$ cat src/sv/gpio_pkg.sv
`timescale 1ns / 1ps

package gpio_pkg;

    typedef enum logic [1:0] {
        ACT_READ   = 2'd0,
        ACT_WRITE  = 2'd1,
        ACT_SAMPLE = 2'd2
    } action_t;

    typedef enum logic [3:0] {
        REG_MODE    = 4'd0,
        REG_OTYPE   = 4'd1,
        REG_SPEED   = 4'd2,
        REG_PULL    = 4'd3,
        REG_IDR     = 4'd4,
        REG_ODR     = 4'd5,
        REG_SET     = 4'd6,
        REG_RESET   = 4'd7,
        REG_ALTFN0  = 4'd8,
        REG_ALTFN1  = 4'd9,
        REG_RISE    = 4'd10,
        REG_FALL    = 4'd11,
        REG_MASK    = 4'd12,
        REG_PENDING = 4'd13
    } reg_idx_t;

    localparam int unsigned NUM_PINS = 16;

    localparam logic [1:0] FIELD_OUTPUT    = 2'd1;
    localparam logic [1:0] FIELD_PULL_UP   = 2'd1;
    localparam logic [1:0] FIELD_PULL_DOWN = 2'd2;

    // interrupt groups: pins 0-1, 2-3, 4-15
    localparam logic [15:0] IRQ_GRP0_MASK = 16'h0003;
    localparam logic [15:0] IRQ_GRP1_MASK = 16'h000C;
    localparam logic [15:0] IRQ_GRP2_MASK = 16'hFFF0;

    typedef logic [NUM_PINS-1:0] pins_t;

    typedef struct packed {
        logic [31:0] mode_bits;
        pins_t       open_drain_bits;
        logic [31:0] speed_bits;
        logic [31:0] pull_bits;
        pins_t       output_levels;
        pins_t       input_levels;
        logic [31:0] altfn0;
        logic [31:0] altfn1;
        pins_t       rise_select;
        pins_t       fall_select;
        pins_t       line_mask;
        pins_t       pending_flags;
    } gpio_state_t;

    typedef struct packed {
        logic        take;
        logic [1:0]  action;
        logic [3:0]  reg_index;
        logic [31:0] write_data;
        pins_t       pad_levels;
    } gpio_beat_t;

    // one bit per pin, set where the pin's two-bit field equals code
    function automatic pins_t field_match(input logic [31:0] word, input logic [1:0] code);
        pins_t r;
        r = '0;
        for (int p = 0; p < NUM_PINS; p++) begin
            r[p] = (word[2*p +: 2] == code);
        end
        return r;
    endfunction

endpackage

$ cat src/sv/gpio_req_if.sv
`timescale 1ns / 1ps

interface gpio_req_if;
    logic        valid;
    logic        ready;
    logic [1:0]  action;
    logic [3:0]  reg_index;
    logic [31:0] write_data;
    logic [15:0] pad_levels;

    modport source (
        output valid, action, reg_index, write_data, pad_levels,
        input  ready
    );

    modport sink (
        input  valid, action, reg_index, write_data, pad_levels,
        output ready
    );
endinterface

$ cat src/sv/gpio_rsp_if.sv
`timescale 1ns / 1ps

interface gpio_rsp_if;
    logic        valid;
    logic        ready;
    logic [31:0] read_data;
    logic [15:0] pad_drive;
    logic [15:0] pad_enable;
    logic [15:0] pull_up_enable;
    logic [15:0] pull_down_enable;
    logic [2:0]  irq_lines;

    modport source (
        output valid, read_data, pad_drive, pad_enable, pull_up_enable,
               pull_down_enable, irq_lines,
        input  ready
    );

    modport sink (
        input  valid, read_data, pad_drive, pad_enable, pull_up_enable,
               pull_down_enable, irq_lines,
        output ready
    );
endinterface

$ cat src/sv/gpio_regs.sv
`timescale 1ns / 1ps

module gpio_regs (
    input  logic                 clk,
    input  logic                 rst_n,
    input  gpio_pkg::gpio_beat_t beat,
    output gpio_pkg::gpio_state_t state_next
);

    gpio_pkg::gpio_state_t state_reg;
    gpio_pkg::pins_t       edges;
    gpio_pkg::pins_t       wr_lo;
    gpio_pkg::pins_t       wr_hi;

    assign wr_lo = beat.write_data[15:0];
    assign wr_hi = beat.write_data[31:16];

    always_comb
    begin
        state_next = state_reg;

        // sample pads first, then edge detect against the previous sample
        edges = ((beat.pad_levels & ~state_reg.input_levels & state_reg.rise_select) |
                 (~beat.pad_levels & state_reg.input_levels & state_reg.fall_select)) &
                state_reg.line_mask;
        state_next.input_levels  = beat.pad_levels;
        state_next.pending_flags = state_reg.pending_flags | edges;

        if (beat.action == gpio_pkg::ACT_WRITE)
        begin
            case (beat.reg_index)
                gpio_pkg::REG_MODE:    state_next.mode_bits       = beat.write_data;
                gpio_pkg::REG_OTYPE:   state_next.open_drain_bits = wr_lo;
                gpio_pkg::REG_SPEED:   state_next.speed_bits      = beat.write_data;
                gpio_pkg::REG_PULL:    state_next.pull_bits       = beat.write_data;
                gpio_pkg::REG_ODR:     state_next.output_levels   = wr_lo;
                // set half wins over clear half
                gpio_pkg::REG_SET:     state_next.output_levels =
                                           (state_reg.output_levels & ~wr_hi) | wr_lo;
                gpio_pkg::REG_RESET:   state_next.output_levels =
                                           state_reg.output_levels & ~wr_lo;
                gpio_pkg::REG_ALTFN0:  state_next.altfn0          = beat.write_data;
                gpio_pkg::REG_ALTFN1:  state_next.altfn1          = beat.write_data;
                gpio_pkg::REG_RISE:    state_next.rise_select     = wr_lo;
                gpio_pkg::REG_FALL:    state_next.fall_select     = wr_lo;
                gpio_pkg::REG_MASK:    state_next.line_mask       = wr_lo;
                // a fresh edge beats the clear
                gpio_pkg::REG_PENDING: state_next.pending_flags =
                                           (state_reg.pending_flags & ~wr_lo) | edges;
                default: ;
            endcase
        end
    end

    always_ff @(posedge clk or negedge rst_n)
    begin
        if (!rst_n)
        begin
            state_reg <= '0;
        end
        else if (beat.take)
        begin
            state_reg <= state_next;
        end
    end

endmodule

$ cat src/sv/gpio_port_with_edge_interrupts.sv
`timescale 1ns / 1ps

// channel  dir  handshake      payload
// req      in   valid/ready    action, reg_index, write_data, pad_levels
// rsp      out  valid/ready    read_data, pad_drive, pad_enable, pull_up_enable,
//                              pull_down_enable, irq_lines
//
// one beat per clock; the result is registered, shown the cycle after the request beat
// the single result register sets the rate: req.ready is high while it is
// empty or being drained, so a stalled rsp stalls req
// async reset clears all bank registers and the result valid

module gpio_port_with_edge_interrupts (
    input  logic              clk,
    input  logic              rst_n,
    gpio_req_if.sink          req,
    gpio_rsp_if.source        rsp
);

    gpio_pkg::gpio_beat_t  beat;
    gpio_pkg::gpio_state_t state_next;
    gpio_pkg::pins_t       live;

    logic        rsp_valid_reg;
    logic [31:0] read_data_next;
    logic [31:0] read_data_reg;
    logic [15:0] pad_drive_reg;
    logic [15:0] pad_enable_next;
    logic [15:0] pad_enable_reg;
    logic [15:0] pull_up_reg;
    logic [15:0] pull_down_reg;
    logic [2:0]  irq_next;
    logic [2:0]  irq_reg;

    assign req.ready = !rsp_valid_reg || rsp.ready;

    assign beat.take       = req.valid && req.ready;
    assign beat.action     = req.action;
    assign beat.reg_index  = req.reg_index;
    assign beat.write_data = req.write_data;
    assign beat.pad_levels = req.pad_levels;

    gpio_regs u_regs (
        .clk        (clk),
        .rst_n      (rst_n),
        .beat       (beat),
        .state_next (state_next)
    );

    always_comb
    begin
        read_data_next = '0;
        if (req.action == gpio_pkg::ACT_READ)
        begin
            case (req.reg_index)
                gpio_pkg::REG_MODE:    read_data_next = state_next.mode_bits;
                gpio_pkg::REG_OTYPE:   read_data_next = {16'd0, state_next.open_drain_bits};
                gpio_pkg::REG_SPEED:   read_data_next = state_next.speed_bits;
                gpio_pkg::REG_PULL:    read_data_next = state_next.pull_bits;
                gpio_pkg::REG_IDR:     read_data_next = {16'd0, state_next.input_levels};
                gpio_pkg::REG_ODR:     read_data_next = {16'd0, state_next.output_levels};
                gpio_pkg::REG_ALTFN0:  read_data_next = state_next.altfn0;
                gpio_pkg::REG_ALTFN1:  read_data_next = state_next.altfn1;
                gpio_pkg::REG_RISE:    read_data_next = {16'd0, state_next.rise_select};
                gpio_pkg::REG_FALL:    read_data_next = {16'd0, state_next.fall_select};
                gpio_pkg::REG_MASK:    read_data_next = {16'd0, state_next.line_mask};
                gpio_pkg::REG_PENDING: read_data_next = {16'd0, state_next.pending_flags};
                default:               read_data_next = '0;
            endcase
        end
    end

    // open drain pins only drive while low
    assign pad_enable_next = gpio_pkg::field_match(state_next.mode_bits, gpio_pkg::FIELD_OUTPUT) &
                             (~state_next.open_drain_bits | ~state_next.output_levels);

    assign live     = state_next.pending_flags & state_next.line_mask;
    assign irq_next = {|(live & gpio_pkg::IRQ_GRP2_MASK),
                       |(live & gpio_pkg::IRQ_GRP1_MASK),
                       |(live & gpio_pkg::IRQ_GRP0_MASK)};

    always_ff @(posedge clk or negedge rst_n)
    begin
        if (!rst_n)
        begin
            rsp_valid_reg <= 1'b0;
        end
        else if (req.ready)
        begin
            rsp_valid_reg <= req.valid;
        end
    end

    always_ff @(posedge clk)
    begin
        if (beat.take)
        begin
            read_data_reg  <= read_data_next;
            pad_drive_reg  <= state_next.output_levels;
            pad_enable_reg <= pad_enable_next;
            pull_up_reg    <= gpio_pkg::field_match(state_next.pull_bits,
                                                    gpio_pkg::FIELD_PULL_UP);
            pull_down_reg  <= gpio_pkg::field_match(state_next.pull_bits,
                                                    gpio_pkg::FIELD_PULL_DOWN);
            irq_reg        <= irq_next;
        end
    end

    assign rsp.valid            = rsp_valid_reg;
    assign rsp.read_data        = read_data_reg;
    assign rsp.pad_drive        = pad_drive_reg;
    assign rsp.pad_enable       = pad_enable_reg;
    assign rsp.pull_up_enable   = pull_up_reg;
    assign rsp.pull_down_enable = pull_down_reg;
    assign rsp.irq_lines        = irq_reg;

`ifndef SYNTHESIS
    a_beat_gives_result: assert property (@(posedge clk) disable iff (!rst_n)
        (req.valid && req.ready) |=> rsp.valid)
        else $error("request beat produced no result");

    a_no_read_zero: assert property (@(posedge clk) disable iff (!rst_n)
        (req.valid && req.ready && req.action != gpio_pkg::ACT_READ)
        |=> (rsp.read_data == 32'd0))
        else $error("non-read beat returned data");

    a_idr_sample: assert property (@(posedge clk) disable iff (!rst_n)
        (req.valid && req.ready && req.action == gpio_pkg::ACT_READ &&
         req.reg_index == gpio_pkg::REG_IDR)
        |=> (rsp.read_data == {16'd0, $past(req.pad_levels)}))
        else $error("idr read does not show this beat's pads");

    a_odr_write: assert property (@(posedge clk) disable iff (!rst_n)
        (req.valid && req.ready && req.action == gpio_pkg::ACT_WRITE &&
         req.reg_index == gpio_pkg::REG_ODR)
        |=> (rsp.pad_drive == $past(req.write_data[15:0])))
        else $error("odr write not reflected on pad_drive");
`endif

endmodule
$ cat src/flat_wrapper.sv
// flat-port wrapper written by rule: the top's interface ports become plain ports
module gpio_port_with_edge_interrupts_flat 
  (clk, rst_n, req_valid, req_action, req_reg_index, req_write_data, req_pad_levels, req_ready, rsp_valid, rsp_read_data, rsp_pad_drive, rsp_pad_enable, rsp_pull_up_enable, rsp_pull_down_enable, rsp_irq_lines, rsp_ready);
  gpio_req_if req_i ();
  gpio_rsp_if rsp_i ();
  input  logic clk;
  input  logic rst_n;
  input wire logic [$bits(req_i.valid)-1:0] req_valid;
  input wire logic [$bits(req_i.action)-1:0] req_action;
  input wire logic [$bits(req_i.reg_index)-1:0] req_reg_index;
  input wire logic [$bits(req_i.write_data)-1:0] req_write_data;
  input wire logic [$bits(req_i.pad_levels)-1:0] req_pad_levels;
  output wire logic [$bits(req_i.ready)-1:0] req_ready;
  output wire logic [$bits(rsp_i.valid)-1:0] rsp_valid;
  output wire logic [$bits(rsp_i.read_data)-1:0] rsp_read_data;
  output wire logic [$bits(rsp_i.pad_drive)-1:0] rsp_pad_drive;
  output wire logic [$bits(rsp_i.pad_enable)-1:0] rsp_pad_enable;
  output wire logic [$bits(rsp_i.pull_up_enable)-1:0] rsp_pull_up_enable;
  output wire logic [$bits(rsp_i.pull_down_enable)-1:0] rsp_pull_down_enable;
  output wire logic [$bits(rsp_i.irq_lines)-1:0] rsp_irq_lines;
  input wire logic [$bits(rsp_i.ready)-1:0] rsp_ready;
  assign req_i.valid = req_valid;
  assign req_i.action = req_action;
  assign req_i.reg_index = req_reg_index;
  assign req_i.write_data = req_write_data;
  assign req_i.pad_levels = req_pad_levels;
  assign req_ready = req_i.ready;
  assign rsp_valid = rsp_i.valid;
  assign rsp_read_data = rsp_i.read_data;
  assign rsp_pad_drive = rsp_i.pad_drive;
  assign rsp_pad_enable = rsp_i.pad_enable;
  assign rsp_pull_up_enable = rsp_i.pull_up_enable;
  assign rsp_pull_down_enable = rsp_i.pull_down_enable;
  assign rsp_irq_lines = rsp_i.irq_lines;
  assign rsp_i.ready = rsp_ready;
  gpio_port_with_edge_interrupts u_core (.clk(clk), .rst_n(rst_n), .req(req_i), .rsp(rsp_i));
endmodule
$ cat config.mk
export PLATFORM = sky130hd
export DESIGN_NAME = gpio_port_with_edge_interrupts_flat
export DESIGN_NICKNAME = d
export VERILOG_FILES = /design/src/sv/gpio_pkg.sv /design/src/sv/gpio_req_if.sv /design/src/sv/gpio_rsp_if.sv /design/src/sv/gpio_regs.sv /design/src/sv/gpio_port_with_edge_interrupts.sv /design/src/flat_wrapper.sv
export SDC_FILE = /design/constraint.sdc
export NUM_CORES = 1
export LEC_CHECK = 0
export ABC_AREA = 1
export BUFFER_PORTS_ARGS = -buffer_cell sky130_fd_sc_hd__buf_2
export CAP_MARGIN = 30
export CORE_ASPECT_RATIO = 1.2
export CORE_MARGIN = 10
export CORE_UTILIZATION = 55
export DETAILED_ROUTE_END_ITERATION = 10
export PLACE_DENSITY = 0.77
export SETUP_SLACK_MARGIN = 0.1
export SKIP_CTS_REPAIR_TIMING = 1
export SLEW_MARGIN = 5
export SYNTH_ARGS = -nofsm -noshare
export SYNTH_HDL_FRONTEND = slang
export SYNTH_HIERARCHICAL = 1
export SYNTH_SLANG_ARGS = --single-unit
$ cat constraint.sdc
create_clock -name clk -period 6 [get_ports clk]
set_clock_uncertainty 0.1 [all_clocks]
set_input_delay 1.2 -clock clk [delete_from_list [all_inputs] [get_ports clk]]
set_output_delay 1.2 -clock clk [all_outputs]
set_load 0.05 [all_outputs]
Yosys cells after proc, flatten, opt, wreduce, memory -nomap -nowiden

Index checks and enable logic that the tools add are counted.

Bits in registers: 372
Bits in latches: 0
Memory bits (writable): 0
Bits in read-only memories: 0
Input port bits: 58
Logic and storage cells: 124
Memories: 0

$add $sub $neg: 0
Multipliers: 0
Div/mod/pow operators: 0
Order comparisons: 0
Equal/unequal tests: 62
Shifts and indexed selects: 0
Mux-type cells: 14
Bitwise gates (word level): 21
Reductions and logical operators: 8

Operators with widths:

| kind                 | count |
|---|---|
| $pmux W32 S12        | 1 |
| $mux W128            | 2 |
| $and A16 B16 Y16     | 10 |
| $mux W32             | 5 |
| $not A16 Y16         | 6 |
| $mux W16             | 5 |
| $or A16 B16 Y16      | 5 |
| $eq A2 B1 Y1 const B | 33 |
| $pmux W16 S3         | 1 |
| $eq A2 B2 Y1 const B | 16 |
| $eq A4 B4 Y1 const B | 6 |
| $eq A4 B3 Y1 const B | 4 |
| $reduce_or A12 Y1    | 1 |
| $eq A4 B2 Y1 const B | 2 |
| $eq A4 B1 Y1 const B | 1 |
| $logic_not A4 Y1     | 1 |
| $reduce_or A2 Y1     | 2 |
| $logic_not A2 Y1     | 1 |
| $logic_and A1 B1 Y1  | 1 |
| $logic_not A1 Y1     | 1 |
| $logic_or A1 B1 Y1   | 1 |

Longest topological paths before layout

Depth in word-level cells: 10
Mapped depth: 14

By module

Netlist, hierarchy kept.

Modules (own cells, without submodules):

| module                         | times used | cells an instance | area an instance (um^2) | sequential area each (um^2) |
|---|---|---|---|---|
| gpio_regs                      | 1          | 1,922             | 13,730.7                | 6,806.5 |
| gpio_port_with_edge_interrupts | 1          | 829               | 6,135.9                 | 2,997.9 |

Worst setup path after synthesis

OpenSTA, ideal clock, no wires.

Kind: input to register
From: in req_valid
To: reg u_core/u_regs/state_reg[163] in the netlist's numbering
Setup time: 0.117 ns
Arrival: 7.126 ns
Data required time: 5.783 ns
Setup slack: -1.343 ns
Stages: 8
Cells stage by stage: inv_1 a21oi_1 clkbuf_1 clkinv_1 clkbuf_1 clkbuf_1 nand2_1 nand2_1

RTL lines:

| what                 | line              | text |
|---|---|---|
| start, declared      | flat_wrapper.sv:8 | `input wire logic [$bits(req_i.valid)-1:0] req_valid;` |
| end signal, assigned | gpio_regs.sv:63   | `state_reg <= state_next;` |
| end, declared        | gpio_regs.sv:10   | `gpio_pkg::gpio_state_t state_reg;` |

==> metrics.csv <==
stage;metric;value;unit
final_layout;finalInstanceArea;0.0220;mm²
worst_setup_path;start_kind;input port;
yosys;yosys-top-cells-area;dfrtp_1, nand2_1, edfxtp_1, nand3_1, o21ai_0;
worst_hold_path;min_path_cells;2;
die;core;0.0358;mm²
final_layout;largest_reg_flops;272;
power_and_ir_drop;clockPowerShare;32.6;%
sta;slew-limit-headroom;19.0;%
yosys;ys_seq_elements;372;
worst_setup_path;crit_required;6210;ps
worst_setup_path;reg2reg_slack;3810;ps
power_and_ir_drop;p_seq_share;43.9;%
final_layout;layout_common_cells;nand2_1, nand3_1, dfrtp_1;
placed_design;placed_area;0.0206;mm²
final_layout;drive_gt1_share;10.5;%
die;fp.dieW;193;µm
global_routing;grt_use_total;29.0;%
die;fp.dieH;228;µm
worst_hold_path;hold_path_class;flip-flop to flip-flop;
sta;worstMarginPinSlew;1210;ps
worst_setup_path;cp_slowest_cell;nor2_2;
yosys;ys_seq_area_share;49.4;%
detailed_routing;drt-total-wl;67.1;mm
cts;root_buffer;clkbuf_16;
sta;fin_crit_sh;59.9;%
sta;setup_viol;0;
yosys;synth_cell_types;25;
outcome;run_status;completed;
die;rows;76;
power_and_ir_drop;power.total;7690;µW
global_routing;grt_pass1_vias;17900;
final_layout;final_common_cell;nand2_1;
yosys;postSynth.asyncResetShare;73.4;%
worst_setup_path;path_max_fanout;17;
detailed_routing;drtAntennaViolNets;0;
global_routing;grt_pass1_wl;103;mm
yosys;syn_area;0.0199;mm²
global_routing;antenna_found_initial;2;
final_layout;finish.net_count;2842;
detailed_routing;drt_iter0_markers;2919;
cts;cts.clk_slew.worst_paths;60;ps
cts;insertion_delay;560;ps
yosys;ys.flop_type;dfrtp_1;
detailed_routing;via_count;19400;
power_and_ir_drop;combinationalPowerShare;23.5;%
die;design.die.area;0.0442;mm²
global_routing;globalRouteOverflowTotal;0;
placed_design;gp_congestion;0.969;
yosys;post_synth.cell_area_avg;7.22;µm²
sta;hold_viol_final;0;
flow_run;cap_violations;0;
power_and_ir_drop;cellPowerDensity;349;mW/mm²
detailed_routing;drcViolationCount;0;
power_and_ir_drop;intPower;5060;µW
worst_setup_path;end_kind;flip-flop;
worst_setup_path;critPathMaxStageDelay;590;ps
cts;cts_tree;built;
sta;period_minus_slack;3600;ps
sta;rsz0062_at_grt;no;
worst_setup_path;reg2regPathDepth;3;
sta;fin_tns_setup;0;ps
yosys;syn_inst;2751;
yosys;ys_warn_count;6;
worst_setup_path;crit_chain;buf_2 -> inv_1 -> nor2_1 -> nand2_1 -> nor2_2 -> buf_4 -> nand3_1 -> nand2_1 -> nand2_1 -> nand3_1 -> nand2_1 -> nor2_1 -> nand3_1 -> nand2_1 -> inv_1;
sta;fmax;278;MHz
power_and_ir_drop;power.leakage;0.0113;µW
final_layout;areaGrowthSynthToFinish;10.8;%
power_and_ir_drop;ir_worst_vdd;0.249;mV
sta;finalMaxSlewViolations;0;
detailed_routing;first_pass_iters;8;
die;io_pins;159;
placed_design;dp_hpwl;43.3;mm
cts;h-tree-depth;2;
yosys;synth_top_area_share;34.4;%
power_and_ir_drop;power.switching;2620;µW
cts;cts_num_sinks;372;
final_layout;antenna_cells;0;
yosys;synthesis.nets;2809;
global_routing;grt_max_degree;245;
worst_setup_path;path_class;input port to flip-flop;
cts;numCtsBuffers;40;
detailed_routing;viasPerCell;5.90;
yosys;synth_enable_flop_cells;99;
placed_design;io_buffer_count;158;
worst_setup_path;path_common_cell;nand2_1;
cts;ctsLongestPathBuffers;3;
detailed_routing;wl_per_cell;20.4;µm
worst_setup_path;arrival;3800;ps
yosys;yosysTopAreaCell;dfrtp_1;
power_and_ir_drop;swShare;34.1;%
die;initial_core_util;55.6;%
## kinds of logic (layout without fill, tap and decap cells)
logic type | count (synthesis) | in the layout | share of synthesized area (%)
flops | 372 | 372 | 49.4
compound gates | 294 | 294 | 8.25
buf+inv | 317 | 382 | 6.78
simple gates | 1768 | 1768 | 35.6
## per-layer routing
metal  vias to the layer above  share of wire (%)  track usage, %
met5                         -              0.048               0
met4                         4                7.2            20.1
met3                       247                 10            4.69
met2                      1251                 46            46.0
met1                      9056                 36            35.8
li1                       8811                  -               -
## critical path: cells and delay by family
family / cells / cell delay, ps
buf+inv: 4 / 540
simple gates: 11 / 2040
## worst paths after layout
kind / to / start
min: u_core/u_regs/state_reg[12]$_DFFE_PN0P_ / u_core/u_regs/state_reg[12]$_DFFE_PN0P_
max: u_core/rsp.read_data[11]$_SDFFCE_PP0P_ / req_action[0]
min reg2reg: u_core/u_regs/state_reg[12]$_DFFE_PN0P_ / u_core/u_regs/state_reg[12]$_DFFE_PN0P_
max reg2reg: u_core/u_regs/state_reg[139]$_DFFE_PN0P_ / u_core/rsp.valid$_DFFE_PN0N_
max in group asynchronous: u_core/u_regs/state_reg[137]$_DFFE_PN0P_ / rst_n
min in group asynchronous: u_core/u_regs/state_reg[116]$_DFFE_PN0P_ / rst_n
## Yosys cell counts (2+ instances only)
cell type / n
o21ai_2: 29
o21ai_1: 117
o21ai_0: 126
nor3_4: 3
buf_2: 73
clkbuf_1: 71
nor2_1: 136
inv_1: 125
nor2_2: 8
o31ai_1: 16
nor2_4: 2
clkinv_1: 2
buf_4: 17
inv_2: 3
nand3_1: 276
nand2_2: 8
edfxtp_1: 99
buf_1: 25
a221oi_1: 3
nand2_1: 1334
a22o_1: 2
dfrtp_1: 273
## through the flow
stage	hold WS [ps]	cells	util, %	setup slack (ps)
after floorplan	343	2751	-	648
after global placement	355	3208	57.7	1940
after detailed placement	359	3208	57.7	1960
after CTS	376	3282	61.4	2520
after global routing	393	3284	61.5	2230
final	374	3284	61.5	2400
## power by group through the flow
stage	clock network (µW)	registers, µW	logic [µW]
2_1_floorplan	0	3570	1070
3_3_place_gp	0	3380	1710
3_5_place_dp	0	3400	1760
4_1_cts	2520	3360	1770
5_1_grt	2640	3420	2000
6_report	2510	3370	1800
## area by class of cell
cell class	count	area [µm²]
clock buffer	53	1090
clock inverter	21	214
fill	3187	13700
inverter	130	493
multi-input combinational	2062	8780
sequential	372	9800
tap	468	586
timing repair buffer	178	1040
(Power assumes the default switching activity.)
